**src/rtl/irpd_pkg.sv**
```systemverilog
package irpd_pkg;

  localparam int unsigned DurW    = 15;
  localparam int unsigned NumRegs = 7;
  localparam int unsigned CfgIdxW = 3;

  // Register indexes of the configuration port.
  localparam logic [CfgIdxW-1:0] RegHdrMark   = 3'd0;
  localparam logic [CfgIdxW-1:0] RegHdrSpace  = 3'd1;
  localparam logic [CfgIdxW-1:0] RegBitMark   = 3'd2;
  localparam logic [CfgIdxW-1:0] RegOneSpace  = 3'd3;
  localparam logic [CfgIdxW-1:0] RegZeroSpace = 3'd4;
  localparam logic [CfgIdxW-1:0] RegRptMark   = 3'd5;
  localparam logic [CfgIdxW-1:0] RegRptSpace  = 3'd6;

  localparam logic [DurW-1:0] RstHdrMark   = 15'd3400;
  localparam logic [DurW-1:0] RstHdrSpace  = 15'd1750;
  localparam logic [DurW-1:0] RstBitMark   = 15'd340;
  localparam logic [DurW-1:0] RstOneSpace  = 15'd1300;
  localparam logic [DurW-1:0] RstZeroSpace = 15'd420;
  localparam logic [DurW-1:0] RstRptMark   = 15'd440;
  localparam logic [DurW-1:0] RstRptSpace  = 15'd17100;

  typedef struct packed {
    logic [7:0] data_byte;
    logic       first_of_frame;
    logic       last_of_frame;
    logic       gap_after;
  } in_item_t;

  typedef struct packed {
    logic            line_level;
    logic [DurW-1:0] duration_us;
    logic            last_segment;
  } out_item_t;

  // Classified item handed from the front to the back.
  typedef struct packed {
    logic       hdr;
    logic [7:0] data;
    logic       chk;
    logic [7:0] chk_byte;
    logic       trl;
  } cmd_t;

  typedef struct packed {
    logic [DurW-1:0] hdr_mark;
    logic [DurW-1:0] hdr_space;
    logic [DurW-1:0] bit_mark;
    logic [DurW-1:0] one_space;
    logic [DurW-1:0] zero_space;
    logic [DurW-1:0] rpt_mark;
    logic [DurW-1:0] rpt_space;
  } cfg_t;

  typedef struct packed {
    logic valid;
    cmd_t cmd;
  } cmd_head_t;

endpackage

```
**src/rtl/irpd_front.sv**
```systemverilog
module irpd_front (
  input  logic              clk_i,
  input  logic              rst_ni,
  input  logic              push,
  input  irpd_pkg::in_item_t in_item_i,
  input  logic              q_full_i,
  output logic              q_push_o,
  output irpd_pkg::cmd_t    q_cmd_o
);
  import irpd_pkg::*;

  logic [7:0] sum_q, sum_d;
  logic [7:0] sum_nxt;

  // The checksum covers the payload byte that closes the frame as well.
  assign sum_nxt  = sum_q + in_item_i.data_byte;
  assign q_push_o = push && !q_full_i;

  always_comb begin
    q_cmd_o.hdr      = in_item_i.first_of_frame;
    q_cmd_o.data     = in_item_i.data_byte;
    q_cmd_o.chk      = in_item_i.last_of_frame;
    q_cmd_o.chk_byte = sum_nxt;
    q_cmd_o.trl      = in_item_i.last_of_frame && in_item_i.gap_after;
  end

  always_comb begin
    sum_d = sum_q;
    if (q_push_o) begin
      sum_d = in_item_i.last_of_frame ? 8'd0 : sum_nxt;
    end
  end

  always_ff @(posedge clk_i or negedge rst_ni) begin
    if (!rst_ni) begin
      sum_q <= 8'd0;
    end else begin
      sum_q <= sum_d;
    end
  end

endmodule

```
**src/rtl/irpd_cmd_fifo.sv**
```systemverilog
module irpd_cmd_fifo #(
  parameter int unsigned Depth = 2
) (
  input  logic                clk_i,
  input  logic                rst_ni,
  input  logic                push_i,
  input  irpd_pkg::cmd_t      cmd_i,
  output logic                full_o,
  input  logic                pop_i,
  output irpd_pkg::cmd_head_t head_o
);
  import irpd_pkg::*;

  localparam int unsigned PtrW = (Depth > 1) ? $clog2(Depth) : 1;
  localparam int unsigned CntW = $clog2(Depth + 1);

  cmd_t            mem_q [Depth];
  logic [PtrW-1:0] wr_ptr_q, wr_ptr_d;
  logic [PtrW-1:0] rd_ptr_q, rd_ptr_d;
  logic [CntW-1:0] cnt_q, cnt_d;
  logic            do_push, do_pop;

  assign full_o     = (cnt_q == CntW'(Depth));
  assign head_o.valid = (cnt_q != '0);
  assign head_o.cmd = mem_q[rd_ptr_q];
  assign do_push    = push_i && !full_o;
  assign do_pop     = pop_i && head_o.valid;

  always_comb begin
    wr_ptr_d = wr_ptr_q;
    rd_ptr_d = rd_ptr_q;
    cnt_d    = cnt_q;
    if (do_push) begin
      wr_ptr_d = (wr_ptr_q == PtrW'(Depth - 1)) ? '0 : wr_ptr_q + 1'b1;
    end
    if (do_pop) begin
      rd_ptr_d = (rd_ptr_q == PtrW'(Depth - 1)) ? '0 : rd_ptr_q + 1'b1;
    end
    if (do_push && !do_pop) begin
      cnt_d = cnt_q + 1'b1;
    end else if (do_pop && !do_push) begin
      cnt_d = cnt_q - 1'b1;
    end
  end

  always_ff @(posedge clk_i or negedge rst_ni) begin
    if (!rst_ni) begin
      wr_ptr_q <= '0;
      rd_ptr_q <= '0;
      cnt_q    <= '0;
    end else begin
      wr_ptr_q <= wr_ptr_d;
      rd_ptr_q <= rd_ptr_d;
      cnt_q    <= cnt_d;
    end
  end

  always_ff @(posedge clk_i) begin
    if (do_push) begin
      mem_q[wr_ptr_q] <= cmd_i;
    end
  end

endmodule

```
**src/rtl/irpd_back.sv**
```systemverilog
module irpd_back (
  input  logic                clk_i,
  input  logic                rst_ni,
  input  irpd_pkg::cfg_t      cfg_i,
  input  irpd_pkg::cmd_head_t head_i,
  output logic                q_pop_o,
  output logic                empty,
  input  logic                pop,
  output irpd_pkg::out_item_t out_item_o
);
  import irpd_pkg::*;

  localparam logic [1:0] PhHdr  = 2'd0;
  localparam logic [1:0] PhData = 2'd1;
  localparam logic [1:0] PhChk  = 2'd2;
  localparam logic [1:0] PhTrl  = 2'd3;

  cmd_t       cur_q, cur_d;
  logic       busy_q, busy_d;
  logic [1:0] phase_q, phase_d;
  logic [3:0] seg_q, seg_d;
  logic       out_vld_q, out_vld_d;
  out_item_t  out_q, out_d;

  logic       adv, load, bit_val;
  out_item_t  seg;

  // A segment moves into the output register when it is free or being taken.
  assign adv     = busy_q && (!out_vld_q || pop);
  assign load    = head_i.valid && (!busy_q || (adv && seg.last_segment));
  assign q_pop_o = load;
  assign bit_val = (phase_q == PhChk) ? cur_q.chk_byte[seg_q[3:1]] : cur_q.data[seg_q[3:1]];

  // Even segment numbers are marks, odd ones are spaces.
  always_comb begin
    seg.line_level   = !seg_q[0];
    seg.duration_us  = '0;
    seg.last_segment = 1'b0;
    case (phase_q)
      PhHdr: begin
        seg.duration_us = seg_q[0] ? cfg_i.hdr_space : cfg_i.hdr_mark;
      end
      PhData: begin
        seg.duration_us  = !seg_q[0] ? cfg_i.bit_mark :
                           (bit_val ? cfg_i.one_space : cfg_i.zero_space);
        seg.last_segment = (seg_q == 4'd15) && !cur_q.chk;
      end
      PhChk: begin
        seg.duration_us  = !seg_q[0] ? cfg_i.bit_mark :
                           (bit_val ? cfg_i.one_space : cfg_i.zero_space);
        seg.last_segment = (seg_q == 4'd15) && !cur_q.trl;
      end
      PhTrl: begin
        seg.duration_us  = seg_q[0] ? cfg_i.rpt_space : cfg_i.rpt_mark;
        seg.last_segment = seg_q[0];
      end
      default: begin
        seg.duration_us = '0;
      end
    endcase
  end

  always_comb begin
    cur_d   = cur_q;
    busy_d  = busy_q;
    phase_d = phase_q;
    seg_d   = seg_q;
    if (load) begin
      cur_d   = head_i.cmd;
      busy_d  = 1'b1;
      phase_d = head_i.cmd.hdr ? PhHdr : PhData;
      seg_d   = '0;
    end else if (adv && seg.last_segment) begin
      busy_d = 1'b0;
    end else if (adv) begin
      seg_d = seg_q + 1'b1;
      if ((phase_q == PhHdr) && seg_q[0]) begin
        phase_d = PhData;
        seg_d   = '0;
      end else if ((phase_q == PhData) && (seg_q == 4'd15)) begin
        phase_d = PhChk;
        seg_d   = '0;
      end else if ((phase_q == PhChk) && (seg_q == 4'd15)) begin
        phase_d = PhTrl;
        seg_d   = '0;
      end
    end
  end

  always_comb begin
    out_vld_d = out_vld_q;
    out_d     = out_q;
    if (adv) begin
      out_vld_d = 1'b1;
      out_d     = seg;
    end else if (pop && out_vld_q) begin
      out_vld_d = 1'b0;
    end
  end

  assign empty      = !out_vld_q;
  assign out_item_o = out_q;

  always_ff @(posedge clk_i or negedge rst_ni) begin
    if (!rst_ni) begin
      busy_q    <= 1'b0;
      phase_q   <= PhHdr;
      seg_q     <= '0;
      out_vld_q <= 1'b0;
    end else begin
      busy_q    <= busy_d;
      phase_q   <= phase_d;
      seg_q     <= seg_d;
      out_vld_q <= out_vld_d;
    end
  end

  always_ff @(posedge clk_i) begin
    cur_q <= cur_d;
    out_q <= out_d;
  end

endmodule

```
**src/rtl/ir_pulse_distance_frame_encoder_core.sv**
```systemverilog
// Infrared pulse-distance frame encoder. Each item pushed in is one payload
// byte; the block pops out line segments (level, duration in microseconds):
// an optional header mark and space, eight bit mark/space pairs sent LSB
// first, and on the last byte of a frame a checksum byte (the wrapping sum of
// the frame's bytes) and an optional repeat trailer. An item yields 16, 18,
// 32, 34 or 36 segments; the single output register passes one segment per
// clock while the receiver keeps pop high. The input side accepts one item
// per clock until the command queue of CmdDepth entries between the front
// and the segment sequencer fills. Duration registers are to be written
// through the configuration port while idle; the block does not enforce it.
module ir_pulse_distance_frame_encoder_core #(
  parameter int unsigned CmdDepth = 2
) (
  input  logic                              clk_i,
  input  logic                              rst_ni,
  input  logic                              push,
  output logic                              full,
  input  irpd_pkg::in_item_t                in_item_i,
  output logic                              empty,
  input  logic                              pop,
  output irpd_pkg::out_item_t               out_item_o,
  input  logic                              cfg_we_i,
  input  logic [irpd_pkg::CfgIdxW-1:0]      cfg_idx_i,
  input  logic [irpd_pkg::DurW-1:0]         cfg_data_i
);
  import irpd_pkg::*;

  cfg_t      cfg_q, cfg_d;
  logic      q_push, q_pop;
  cmd_t      q_cmd;
  cmd_head_t q_head;

  always_comb begin
    cfg_d = cfg_q;
    if (cfg_we_i) begin
      case (cfg_idx_i)
        RegHdrMark:   cfg_d.hdr_mark   = cfg_data_i;
        RegHdrSpace:  cfg_d.hdr_space  = cfg_data_i;
        RegBitMark:   cfg_d.bit_mark   = cfg_data_i;
        RegOneSpace:  cfg_d.one_space  = cfg_data_i;
        RegZeroSpace: cfg_d.zero_space = cfg_data_i;
        RegRptMark:   cfg_d.rpt_mark   = cfg_data_i;
        RegRptSpace:  cfg_d.rpt_space  = cfg_data_i;
        default:      cfg_d = cfg_q;
      endcase
    end
  end

  always_ff @(posedge clk_i or negedge rst_ni) begin
    if (!rst_ni) begin
      cfg_q.hdr_mark   <= RstHdrMark;
      cfg_q.hdr_space  <= RstHdrSpace;
      cfg_q.bit_mark   <= RstBitMark;
      cfg_q.one_space  <= RstOneSpace;
      cfg_q.zero_space <= RstZeroSpace;
      cfg_q.rpt_mark   <= RstRptMark;
      cfg_q.rpt_space  <= RstRptSpace;
    end else begin
      cfg_q <= cfg_d;
    end
  end

  irpd_front u_front (
    .clk_i     (clk_i),
    .rst_ni    (rst_ni),
    .push      (push),
    .in_item_i (in_item_i),
    .q_full_i  (full),
    .q_push_o  (q_push),
    .q_cmd_o   (q_cmd)
  );

  irpd_cmd_fifo #(
    .Depth (CmdDepth)
  ) u_cmd_fifo (
    .clk_i  (clk_i),
    .rst_ni (rst_ni),
    .push_i (q_push),
    .cmd_i  (q_cmd),
    .full_o (full),
    .pop_i  (q_pop),
    .head_o (q_head)
  );

  irpd_back u_back (
    .clk_i      (clk_i),
    .rst_ni     (rst_ni),
    .cfg_i      (cfg_q),
    .head_i     (q_head),
    .q_pop_o    (q_pop),
    .empty      (empty),
    .pop        (pop),
    .out_item_o (out_item_o)
  );

endmodule

```
**config.mk**
```make
export PLATFORM = sky130hd
export DESIGN_NAME = ir_pulse_distance_frame_encoder_core
export DESIGN_NICKNAME = d
export VERILOG_FILES = /design/src/rtl/irpd_pkg.sv /design/src/rtl/irpd_front.sv /design/src/rtl/irpd_cmd_fifo.sv /design/src/rtl/irpd_back.sv /design/src/rtl/ir_pulse_distance_frame_encoder_core.sv
export SDC_FILE = /design/constraint.sdc
export NUM_CORES = 1
export LEC_CHECK = 0
export BUFFER_PORTS_ARGS = -buffer_cell sky130_fd_sc_hd__buf_2
export CORE_MARGIN = 2
export CORE_UTILIZATION = 40
export CTS_BUF_LIST = sky130_fd_sc_hd__clkbuf_4
export CTS_CLUSTER_DIAMETER = 150
export DETAILED_ROUTE_END_ITERATION = 7
export PLACE_DENSITY_LB_ADDON = 0.2
export SLEW_MARGIN = 20
export SYNTH_ARGS = -nofsm -noshare
export SYNTH_HDL_FRONTEND = slang
export SYNTH_SLANG_ARGS = --single-unit
```
**constraint.sdc**
```tcl
create_clock -name clk_i -period 4.8 [get_ports clk_i]
set_clock_uncertainty 0.2 [all_clocks]
set_input_delay 0.72 -clock clk_i [delete_from_list [all_inputs] [get_ports clk_i]]
set_output_delay 0.72 -clock clk_i [all_outputs]
set_load 0.02 [all_outputs]
```
==> results.py, run 1 <==
metrics = {
    "status": {
        "status": "completed",
    },
    "logic_synthesis": {
        "syn_nets": 651,
        "synth.distinct_cells": 50,
        "yosysTopAreaCellShare_pct": 25.0,
        "yosysMostFrequentCell": "mux2_2",
        "synthTopCellsByArea": "dfrtp_1 25%, edfxtp_1 24%, mux2_2 19%",
        "synth_common_cells": "154 x mux2_2, 90 x dfrtp_1, 73 x edfxtp_1, 35 x dfstp_2, 32 x mux2i_1",
        "synth_edf_count": 73,
        "yosysSeqAreaShare_pct": 59.6,
        "syn_area_per_cell_um2": 15.0,
        "yosysTopAreaCell": "dfrtp_1",
        "yosysWarningCount": 0,
        "syn_inst": 602,
        "ys_seq_elements": 198,
        "syn_area_um2": 9000,
        "synth-async-reset-ratio_pct": 63.1,
        "ys.flop_type": "dfrtp_1",
    },
    "critical_path": {
        "path_class": "flip-flop to flip-flop",
        "cp_slowest_stage_delay_ns": 0.86,
        "cp_max_fo": 21,
        "end_kind": "flip-flop",
        "timing.critical_path.required_ns": 5.05,
        "arrival_ns": 3.44,
        "start_kind": "flip-flop",
        "crit_slowest_cell": "ha_1",
        "worstPathCellList": "inv_1 > ha_1 > nor2b_1 > a311o_1 > nor2_1 > a41o_1 > o22ai_1",
    },
    "layout": {
        "seqCellArea_um2": 5370,
        "drive_gt1_share_pct": 45.2,
        "design_area_um2": 9930,
        "fillerInstances": 1931,
        "nets": 700,
        "multi_input_area_um2": 3520,
        "syn_to_final_growth_pct": 10.3,
    },
    "sta": {
        "slew_headroom_pct": 22.8,
        "fin_crit_ns": 3.19,
        "grt_setup_unrepaired": "no",
        "worst_pin_slew_ns": 1.15,
        "maxSlewViolCount": 0,
        "fin_setup_tns_ns": 0,
        "final-hold-violation-count": 0,
        "finalSetupViolCount": 0,
        "max_freq_mhz": 313,
        "fin_crit_sh_pct": 66.5,
    },
    "route": {
        "drcViolationCount": 0,
        "drt-wirelength-per-cell_um": 19.8,
        "drt_iter0_drc": 256,
        "detail-route-antenna-nets": 0,
        "vias": 5205,
        "dr.pass1.iters": 6,
        "wirelength_um": 18700,
        "viasPerCell": 5.50,
    },
    "clock_tree": {
        "clock_latency_ns": 0.57,
        "cts_buffers": 17,
        "cts.sinks": 198,
        "cts-root-buf": "clkbuf_4",
        "tritoncts": "built",
        "clk_pin_slew_worst_paths_ns": 0.16,
        "cts_setup_buffers": 0,
        "h-tree-depth": 4,
        "clockBufferDepth": 2,
    },
    "floorplan": {
        "rows": 54,
        "start_util_pct": 41.0,
        "fp.dieArea_um2": 23700,
        "boundaryPins": 53,
        "die_w_um": 154,
        "core_region_area_um2": 22000,
        "die_h_um": 154,
    },
    "power": {
        "max-vdd-ir-drop_mv": 0.331,
        "finalPower_mw": 5.62,
        "p_leak_nw": 3.97,
        "power_density_nw_per_um2": 566,
    },
    "global_routing": {
        "grt_pass1_vias": 5645,
        "grt_pass1_wl_um": 30200,
        "track_usage_pct": 16.5,
        "overflow": 0,
        "antenna_found_initial": 2,
        "grt_max_degree": 53,
    },
    "placed_design": {
        "placedInstanceArea_um2": 9570,
        "gp_routability_congestion": 0.824,
        "place_hpwl_um": 12100,
        "port_buffers": 52,
    },
    "run": {
        "maxCapViolations": 0,
    },
    "hold_path": {
        "hp-class": "primary input to flip-flop",
    },
}
==> registers in the layout, indices dropped and copies added, names as in the netlist <==
signal	count
u_back.out_item_o	17
u_back.seg_q	4
u_cmd_fifo.rd_ptr_q	1
u_cmd_fifo.cnt_q	2
u_cmd_fifo.mem_q	38
u_back.phase_q	2
u_back.out_vld_q	1
u_back.busy_q	1
cfg_q	105
u_front.sum_q	8
u_back.cur_q	18
u_cmd_fifo.wr_ptr_q	1
==> cell usage in the layout (no fill, tap or decap), drive strengths merged, types with 2 or more instances in the layout <==
| cell type | instances |
|---|---|
| inv | 14 |
| nor3b | 3 |
| and3 | 2 |
| clkinvlp | 2 |
| a22o | 3 |
| and2 | 2 |
| nand2b | 4 |
| mux2 | 154 |
| diode | 2 |
| nor3 | 4 |
| a21o | 3 |
| bufinv | 3 |
| clkinv | 2 |
| xor2 | 5 |
| buf | 60 |
| nor2b | 3 |
| xnor2 | 9 |
| a221o | 15 |
| nor2 | 13 |
| o21ai | 24 |
| o22ai | 3 |
| edfxtp | 73 |
| o21a | 2 |
| clkbuf | 20 |
| a221oi | 15 |
| nand4b | 3 |
| nand3b | 2 |
| dfrtp | 90 |
| nand2 | 11 |
| dfstp | 35 |
| a21oi | 11 |
| nand3 | 3 |
| mux4 | 4 |
| or3 | 2 |
| ha | 14 |
| mux2i | 34 |
| and3b | 2 |
| o21bai | 2 |
==> cell type report <==
cell class	count	share of cell area, %
Clock inverter	12	1.69
Antenna cell	2	0.0504
Sequential cell	198	54.0
Timing Repair Buffer	61	3.43
Inverter	9	0.340
Tap cell	280	3.53
Multi-Input combinational cell	364	35.4
Clock buffer	20	1.51
==> stage by stage <==
stage          util, %  hold WS [ns]  cells  setup WS (ns)
3_5_place_dp      43.6         0.286    909           1.69
2_1_floorplan        -         0.224    602           1.27
3_3_place_gp      43.6         0.269    909           1.82
5_1_grt           45.2        0.0808    946           1.44
4_1_cts           45.1        0.0890    942           1.65
6_report          45.2         0.150    946           1.61
==> critical path: cells and delay by family (launching register included) <==
| family | cells | cell delay (ns) |
|---|---|---|
| buffers and inverters | 1 | 0.11 |
| adders and majority gates | 1 | 0.86 |
| AOI/OAI and AO/OA | 3 | 0.74 |
| DFF | 1 | 0.44 |
| and+or+nand+nor | 2 | 0.71 |
==> worst paths after layout <==
path	from	to	slack [ns]	cells past startpoint
setup / recovery	u_back.phase_q[1]	u_back.phase_q[0]	1.61	7
hold / removal	in_item_i[6]	u_cmd_fifo.mem_q[1][13]	0.15	1
setup reg to reg	u_back.phase_q[1]	u_back.phase_q[0]	1.61	7
hold reg to reg	u_front.sum_q[0]	u_front.sum_q[0]	0.31	2
max in group asynchronous	rst_ni	cfg_q[6]	2.88	3
min in group asynchronous	rst_ni	cfg_q[33]	0.52	2
==> report_power, final <==
part	switching [mW]	leakage [nW]	internal [mW]
sequential	0.291	2.13	2.36
combinational	1.05	1.67	0.959
clock	0.573	0.168	0.391
==> layer usage <==
layer  GRT usage (%)  wire length, um  vias to the layer above
met5               0               16                        -
met4            4.36              183                        2
met3            3.38              565                       17
met2            29.0             9350                       78
met1            20.7             8600                     2717
li1                -                -                     2391
==> what timing repair did <==
action | 4_1_cts | 5_1_grt
endpoints found under the hold margin | 35 | 0
gates resized for setup | 0 | 0
hold buffers | 1 | 0
setup endpoints to repair | 0 | 0
==> cell families (layout without fill, tap and decap cells) <==
group / Yosys count / after routing / synth area share (%)
AND/OR/NAND/NOR: 58 / 58 / 3.54
buffers and inverters: 40 / 102 / 2.04
adder cells (fa/ha/maj): 15 / 15 / 2.17
XOR/XNOR: 14 / 14 / 1.36
other: 0 / 2 / 0
AO/OA/AOI/OAI: 85 / 85 / 6.96
multiplexers: 192 / 192 / 24.3
flip-flops: 198 / 198 / 59.6
Note: power is estimated with default switching activity, not from simulation.
==> inputs of run 2 (changes only) <==
- clock period: 4.8 -> 3 ns (I/O delays scaled with it)
==> results.py, run 2 (same netlist as run 1, synthesis figures left out) <==
metrics = {
    "route": {
        "drt_iter0_drc": 243,
        "viasPerCell": 5.40,
        "wirelength_um": 19300,
        "drt-wirelength-per-cell_um": 19.5,
        "dr.pass1.iters": 4,
        "vias": 5345,
        "detail-route-antenna-nets": 0,
        "drcViolationCount": 0,
    },
    "sta": {
        "fin_crit_ns": 2.58,
        "hold_ws_ns": 0.0912,
        "fin_crit_sh_pct": 86.1,
        "worst_pin_slew_ns": 0.905,
        "max_freq_mhz": 387,
        "grt_setup_unrepaired": "no",
        "final-hold-violation-count": 0,
        "maxSlewViolCount": 0,
        "fin_setup_tns_ns": 0,
        "finalSetupViolCount": 0,
        "slew_headroom_pct": 39.7,
    },
    "hold_path": {
        "hp-class": "primary input to flip-flop",
        "holdPathStages": 3,
        "holdPathEnd": "u_cmd_fifo.wr_ptr_q",
        "min_from": "push",
    },
    "clock_tree": {
        "cts-root-buf": "clkbuf_4",
        "cts.sinks": 198,
        "cts_setup_buffers": 0,
        "h-tree-depth": 4,
        "clk_pin_slew_worst_paths_ns": 0.17,
        "clock_latency_ns": 0.61,
        "clockBufferDepth": 2,
        "tritoncts": "built",
        "cts_resized": 0,
        "ctsHoldBuffers": 28,
        "cts_buffers": 17,
    },
    "power": {
        "pwr-share-clk_pct": 16.0,
        "switching_share_pct": 35.7,
        "max-vdd-ir-drop_mv": 0.495,
        "switching_power_mw": 3.24,
        "seqPwrFrac_pct": 46.2,
        "pwr-share-comb_pct": 37.9,
        "intPower_mw": 5.82,
        "p_leak_nw": 4.15,
        "power_density_nw_per_um2": 879,
    },
    "layout": {
        "top_register": "cfg_q",
        "drive_gt1_share_pct": 44.4,
        "largest_reg_flops": 105,
        "final_cell_mix": "154 x mux2_2, 89 x dfrtp_1, 73 x edfxtp_1",
        "final_common_cell": "mux2_2",
        "syn_to_final_growth_pct": 14.4,
        "reg_top3": "cfg_q x105, u_cmd_fifo.mem_q x38, u_back.cur_q x18",
        "design_area_um2": 10300,
        "nets": 743,
        "fillerInstances": 1900,
        "final_cells": 990,
    },
    "floorplan": {
        "core_region_area_um2": 22000,
        "die_w_um": 154,
        "start_util_pct": 41.0,
        "boundaryPins": 53,
        "rows": 54,
        "fp.dieArea_um2": 23700,
        "die_h_um": 154,
    },
    "critical_path": {
        "start_kind": "flip-flop",
        "cp_max_fo": 15,
        "r2r_cells": 6,
        "r2r_setup_slack_ns": 0.42,
        "startpoint": "u_back.seg_q[1]",
        "timing.critical_path.required_ns": 3.17,
        "rr_startpoint": "u_back.seg_q[1]",
        "arrival_ns": 2.75,
        "end_kind": "flip-flop",
        "path_class": "flip-flop to flip-flop",
        "r2r-end": "u_back.out_item_o[3]",
    },
    "placed_design": {
        "place_hpwl_um": 12400,
        "gp_routability_congestion": 0.774,
        "port_buffers": 52,
        "dp.cells": 927,
        "placedInstanceArea_um2": 9710,
    },
    "global_routing": {
        "grt_pass1_wl_um": 31400,
        "grt_pass1_vias": 5655,
        "track_usage_pct": 17.2,
        "overflow": 0,
        "antenna_found_initial": 3,
        "grt_max_degree": 56,
    },
    "run": {
        "maxCapViolations": 0,
    },
    "status": {
        "status": "completed",
    },
}
-- run 2: power by group through the flow --
stage | Combinational, mW | Clock (mW) | Sequential (mW)
floorplan | 2.45 | 0 | 4.21
global placement | 3.34 | 0 | 4.20
detailed placement | 3.42 | 0 | 4.24
CTS | 3.46 | 1.51 | 4.19
global route | 3.73 | 1.60 | 4.28
finish | 3.43 | 1.44 | 4.18
-- run 2: cell type report --
class	instances	area, um^2	share of cell area (%)
Multi-Input combinational cell	364	3480	33.8
Sequential cell	198	5370	52.1
Inverter	9	33.8	0.328
Clock inverter	15	173	1.68
Clock buffer	17	128	1.24
Timing Repair Buffer	104	761	7.39
Tap cell	280	350	3.40
Antenna cell	3	7.51	0.0729
-- run 2: worst max path at each step --
stage                                 end  slack [ns]  cells past startpoint
floorplan             u_cmd_fifo.cnt_q[1]        0.06                     10
global placement    u_back.out_item_o[13]        0.43                      6
detailed placement  u_back.out_item_o[13]        0.38                      6
CTS                  u_back.out_item_o[1]        0.39                      6
global route        u_back.out_item_o[12]        0.24                      6
finish               u_back.out_item_o[3]        0.42                      6
-- run 2: metrics by stage --
step                power [mW]  setup WS (ns)  util [%]
floorplan                 6.66         0.0564         -
global placement          7.54          0.425      44.2
detailed placement        7.66          0.381      44.2
CTS                       9.15          0.389      46.9
global route              9.62          0.243      46.9
finish                    9.05          0.417      46.9
-- run 2: per-layer routing --
layer / track usage (%) / wire, um
met4: 5.34 / 312
met1: 22.8 / 8930
met3: 3.41 / 603
met2: 28.5 / 9450
met5: 0 / 0
-- run 2: worst max-delay path, stage by stage, from the launching register on --
cell      delay [ns]
dfrtp_1         0.57
mux4_2          0.58
mux2i_4         0.19
buf_12          0.21
mux2i_1         0.24
a221oi_2        0.09
a221o_1         0.30
==> inputs of run 3 (changes only) <==
- BUFFER_PORTS_ARGS: -buffer_cell sky130_fd_sc_hd__buf_2 -> not set
- DONT_BUFFER_PORTS: not set -> 1
- GPL_TIMING_DRIVEN: not set -> 0
==> results.py, run 3 (same netlist as run 1, synthesis figures left out) <==
metrics = {
    "placed_design": {
        "gp_routability_congestion": 0.839,
        "port_buffers": 0,
        "place_hpwl_um": 12700,
        "place_ws_ns": -0.331,
        "placedInstanceArea_um2": 9400,
        "dp.cells": 883,
    },
    "layout": {
        "top_register": "cfg_q",
        "largest_reg_flops": 105,
        "final_common_cell": "mux2_2",
        "design_area_um2": 10000,
        "final_cell_mix": "154 x mux2_2, 90 x dfrtp_1, 73 x edfxtp_1",
        "final_util_pct": 45.7,
        "drive_gt1_share_pct": 37.4,
        "final_cells": 944,
        "syn_to_final_growth_pct": 11.5,
        "nets": 699,
        "reg_top3": "cfg_q x105, u_cmd_fifo.mem_q x38, u_back.cur_q x18",
    },
    "floorplan": {
        "start_util_pct": 41.0,
        "fp.dieArea_um2": 23700,
        "die_h_um": 154,
        "rows": 54,
        "boundaryPins": 53,
        "core_region_area_um2": 22000,
        "die_w_um": 154,
    },
    "route": {
        "drt-wirelength-per-cell_um": 21.2,
        "wirelength_um": 20000,
        "vias": 5175,
        "dr.pass1.iters": 5,
        "drt_iter0_drc": 300,
        "detail-route-antenna-nets": 0,
        "drcViolationCount": 0,
        "viasPerCell": 5.48,
    },
    "power": {
        "finalPower_mw": 9.14,
        "p_leak_nw": 3.91,
        "max-vdd-ir-drop_mv": 0.453,
        "power_density_nw_per_um2": 911,
    },
    "sta": {
        "worst_pin_slew_ns": 1.05,
        "worst_slack_ns": 0.151,
        "slew_headroom_pct": 29.3,
        "max_freq_mhz": 351,
        "maxSlewViolCount": 0,
        "finalSetupViolCount": 0,
        "fin_setup_tns_ns": 0,
        "hold_ws_ns": -0.684,
        "fin_crit_sh_pct": 95.0,
        "fin_crit_ns": 2.85,
        "final-hold-violation-count": 125,
        "grt_setup_unrepaired": "no",
    },
    "critical_path": {
        "timing.critical_path.required_ns": 3.18,
        "cp_max_fo": 10,
        "start_kind": "flip-flop",
        "r2r_setup_slack_ns": 0.15,
        "startpoint": "u_back.seg_q[1]",
        "crit_path_end": "u_back.out_item_o[1]",
        "r2r-end": "u_back.out_item_o[1]",
        "arrival_ns": 3.02,
        "worstPathCellList": "buf_6 > mux4_2 > mux2i_4 > buf_12 > mux2i_1 > a221oi_1 > a221o_1",
        "end_kind": "flip-flop",
        "r2r_cells": 7,
        "path_class": "flip-flop to flip-flop",
        "crit_slowest_cell": "mux4_2",
        "rr_startpoint": "u_back.seg_q[1]",
        "cp_slowest_stage_delay_ns": 0.56,
    },
    "global_routing": {
        "grt_max_degree": 126,
        "track_usage_pct": 17.8,
        "grt_pass1_wl_um": 31600,
        "antenna_found_initial": 2,
        "grt_pass1_vias": 5392,
        "overflow": 0,
    },
    "clock_tree": {
        "ctsHoldBuffers": 27,
        "h-tree-depth": 4,
        "clk_pin_slew_worst_paths_ns": 0.18,
        "cts-root-buf": "clkbuf_4",
        "cts.sinks": 198,
        "tritoncts": "built",
        "cts_buffers": 17,
        "clockBufferDepth": 2,
        "clock_latency_ns": 0.61,
    },
    "status": {
        "status": "complete, but fails checks",
        "violations": "negative hold slack",
    },
    "run": {
        "maxCapViolations": 0,
    },
    "hold_path": {
        "hp-class": "primary input to async pin",
    },
}
-- run 3: cell type report --
type | instances | area, um^2
clock buffers | 17 | 128
diodes | 1 | 2.50
repair buffers | 29 | 293
fillers | 1946 | 11900
multi-input cells | 365 | 3510
flip-flops and latches | 198 | 5360
clock inverters | 15 | 204
inverters | 9 | 33.8
plain buffers | 30 | 148
well taps | 280 | 350
-- run 3: routing by layer --
metal  global-route usage (%)  up-vias  routed length, um
met2                     30.7       94              10200
met5                        0        -                 13
met1                     22.9     2673               8890
met4                     4.90        2                257
met3                     3.61       20                700
li1                         -     2386                  -
-- run 3: worst max-delay path: cells and delay by family, from the launching register on --
family / cells / cell delay (ns)
AOI/OAI and AO/OA: 2 / 0.46
DFF: 1 / 0.40
buffers and inverters: 2 / 0.38
muxes: 3 / 1.19
-- run 3: worst min-delay path by stage --
stage                     startpoint               end  cells after the start
after global routing          rst_ni  u_front.sum_q[3]                      0
final                         rst_ni         cfg_q[17]                      0
after global placement        rst_ni         cfg_q[17]                      0
after floorplan               rst_ni          cfg_q[0]                      0
after CTS                     rst_ni  u_front.sum_q[4]                      0
after detailed placement      rst_ni         cfg_q[15]                      0
-- run 3: power by group --
part / internal (mW) / switching, mW
clock network: 0.552 / 1.02
registers: 3.78 / 0.497
logic: 1.54 / 1.74
-- run 3: what timing repair did --
action                                  4_1_cts  5_1_grt
cloned                                        1        0
resized for setup                             1        3
endpoints found under the setup margin        6        7
setup buffers                                 1        0
pin swaps                                     1        0
hold endpoints to repair                    264      125
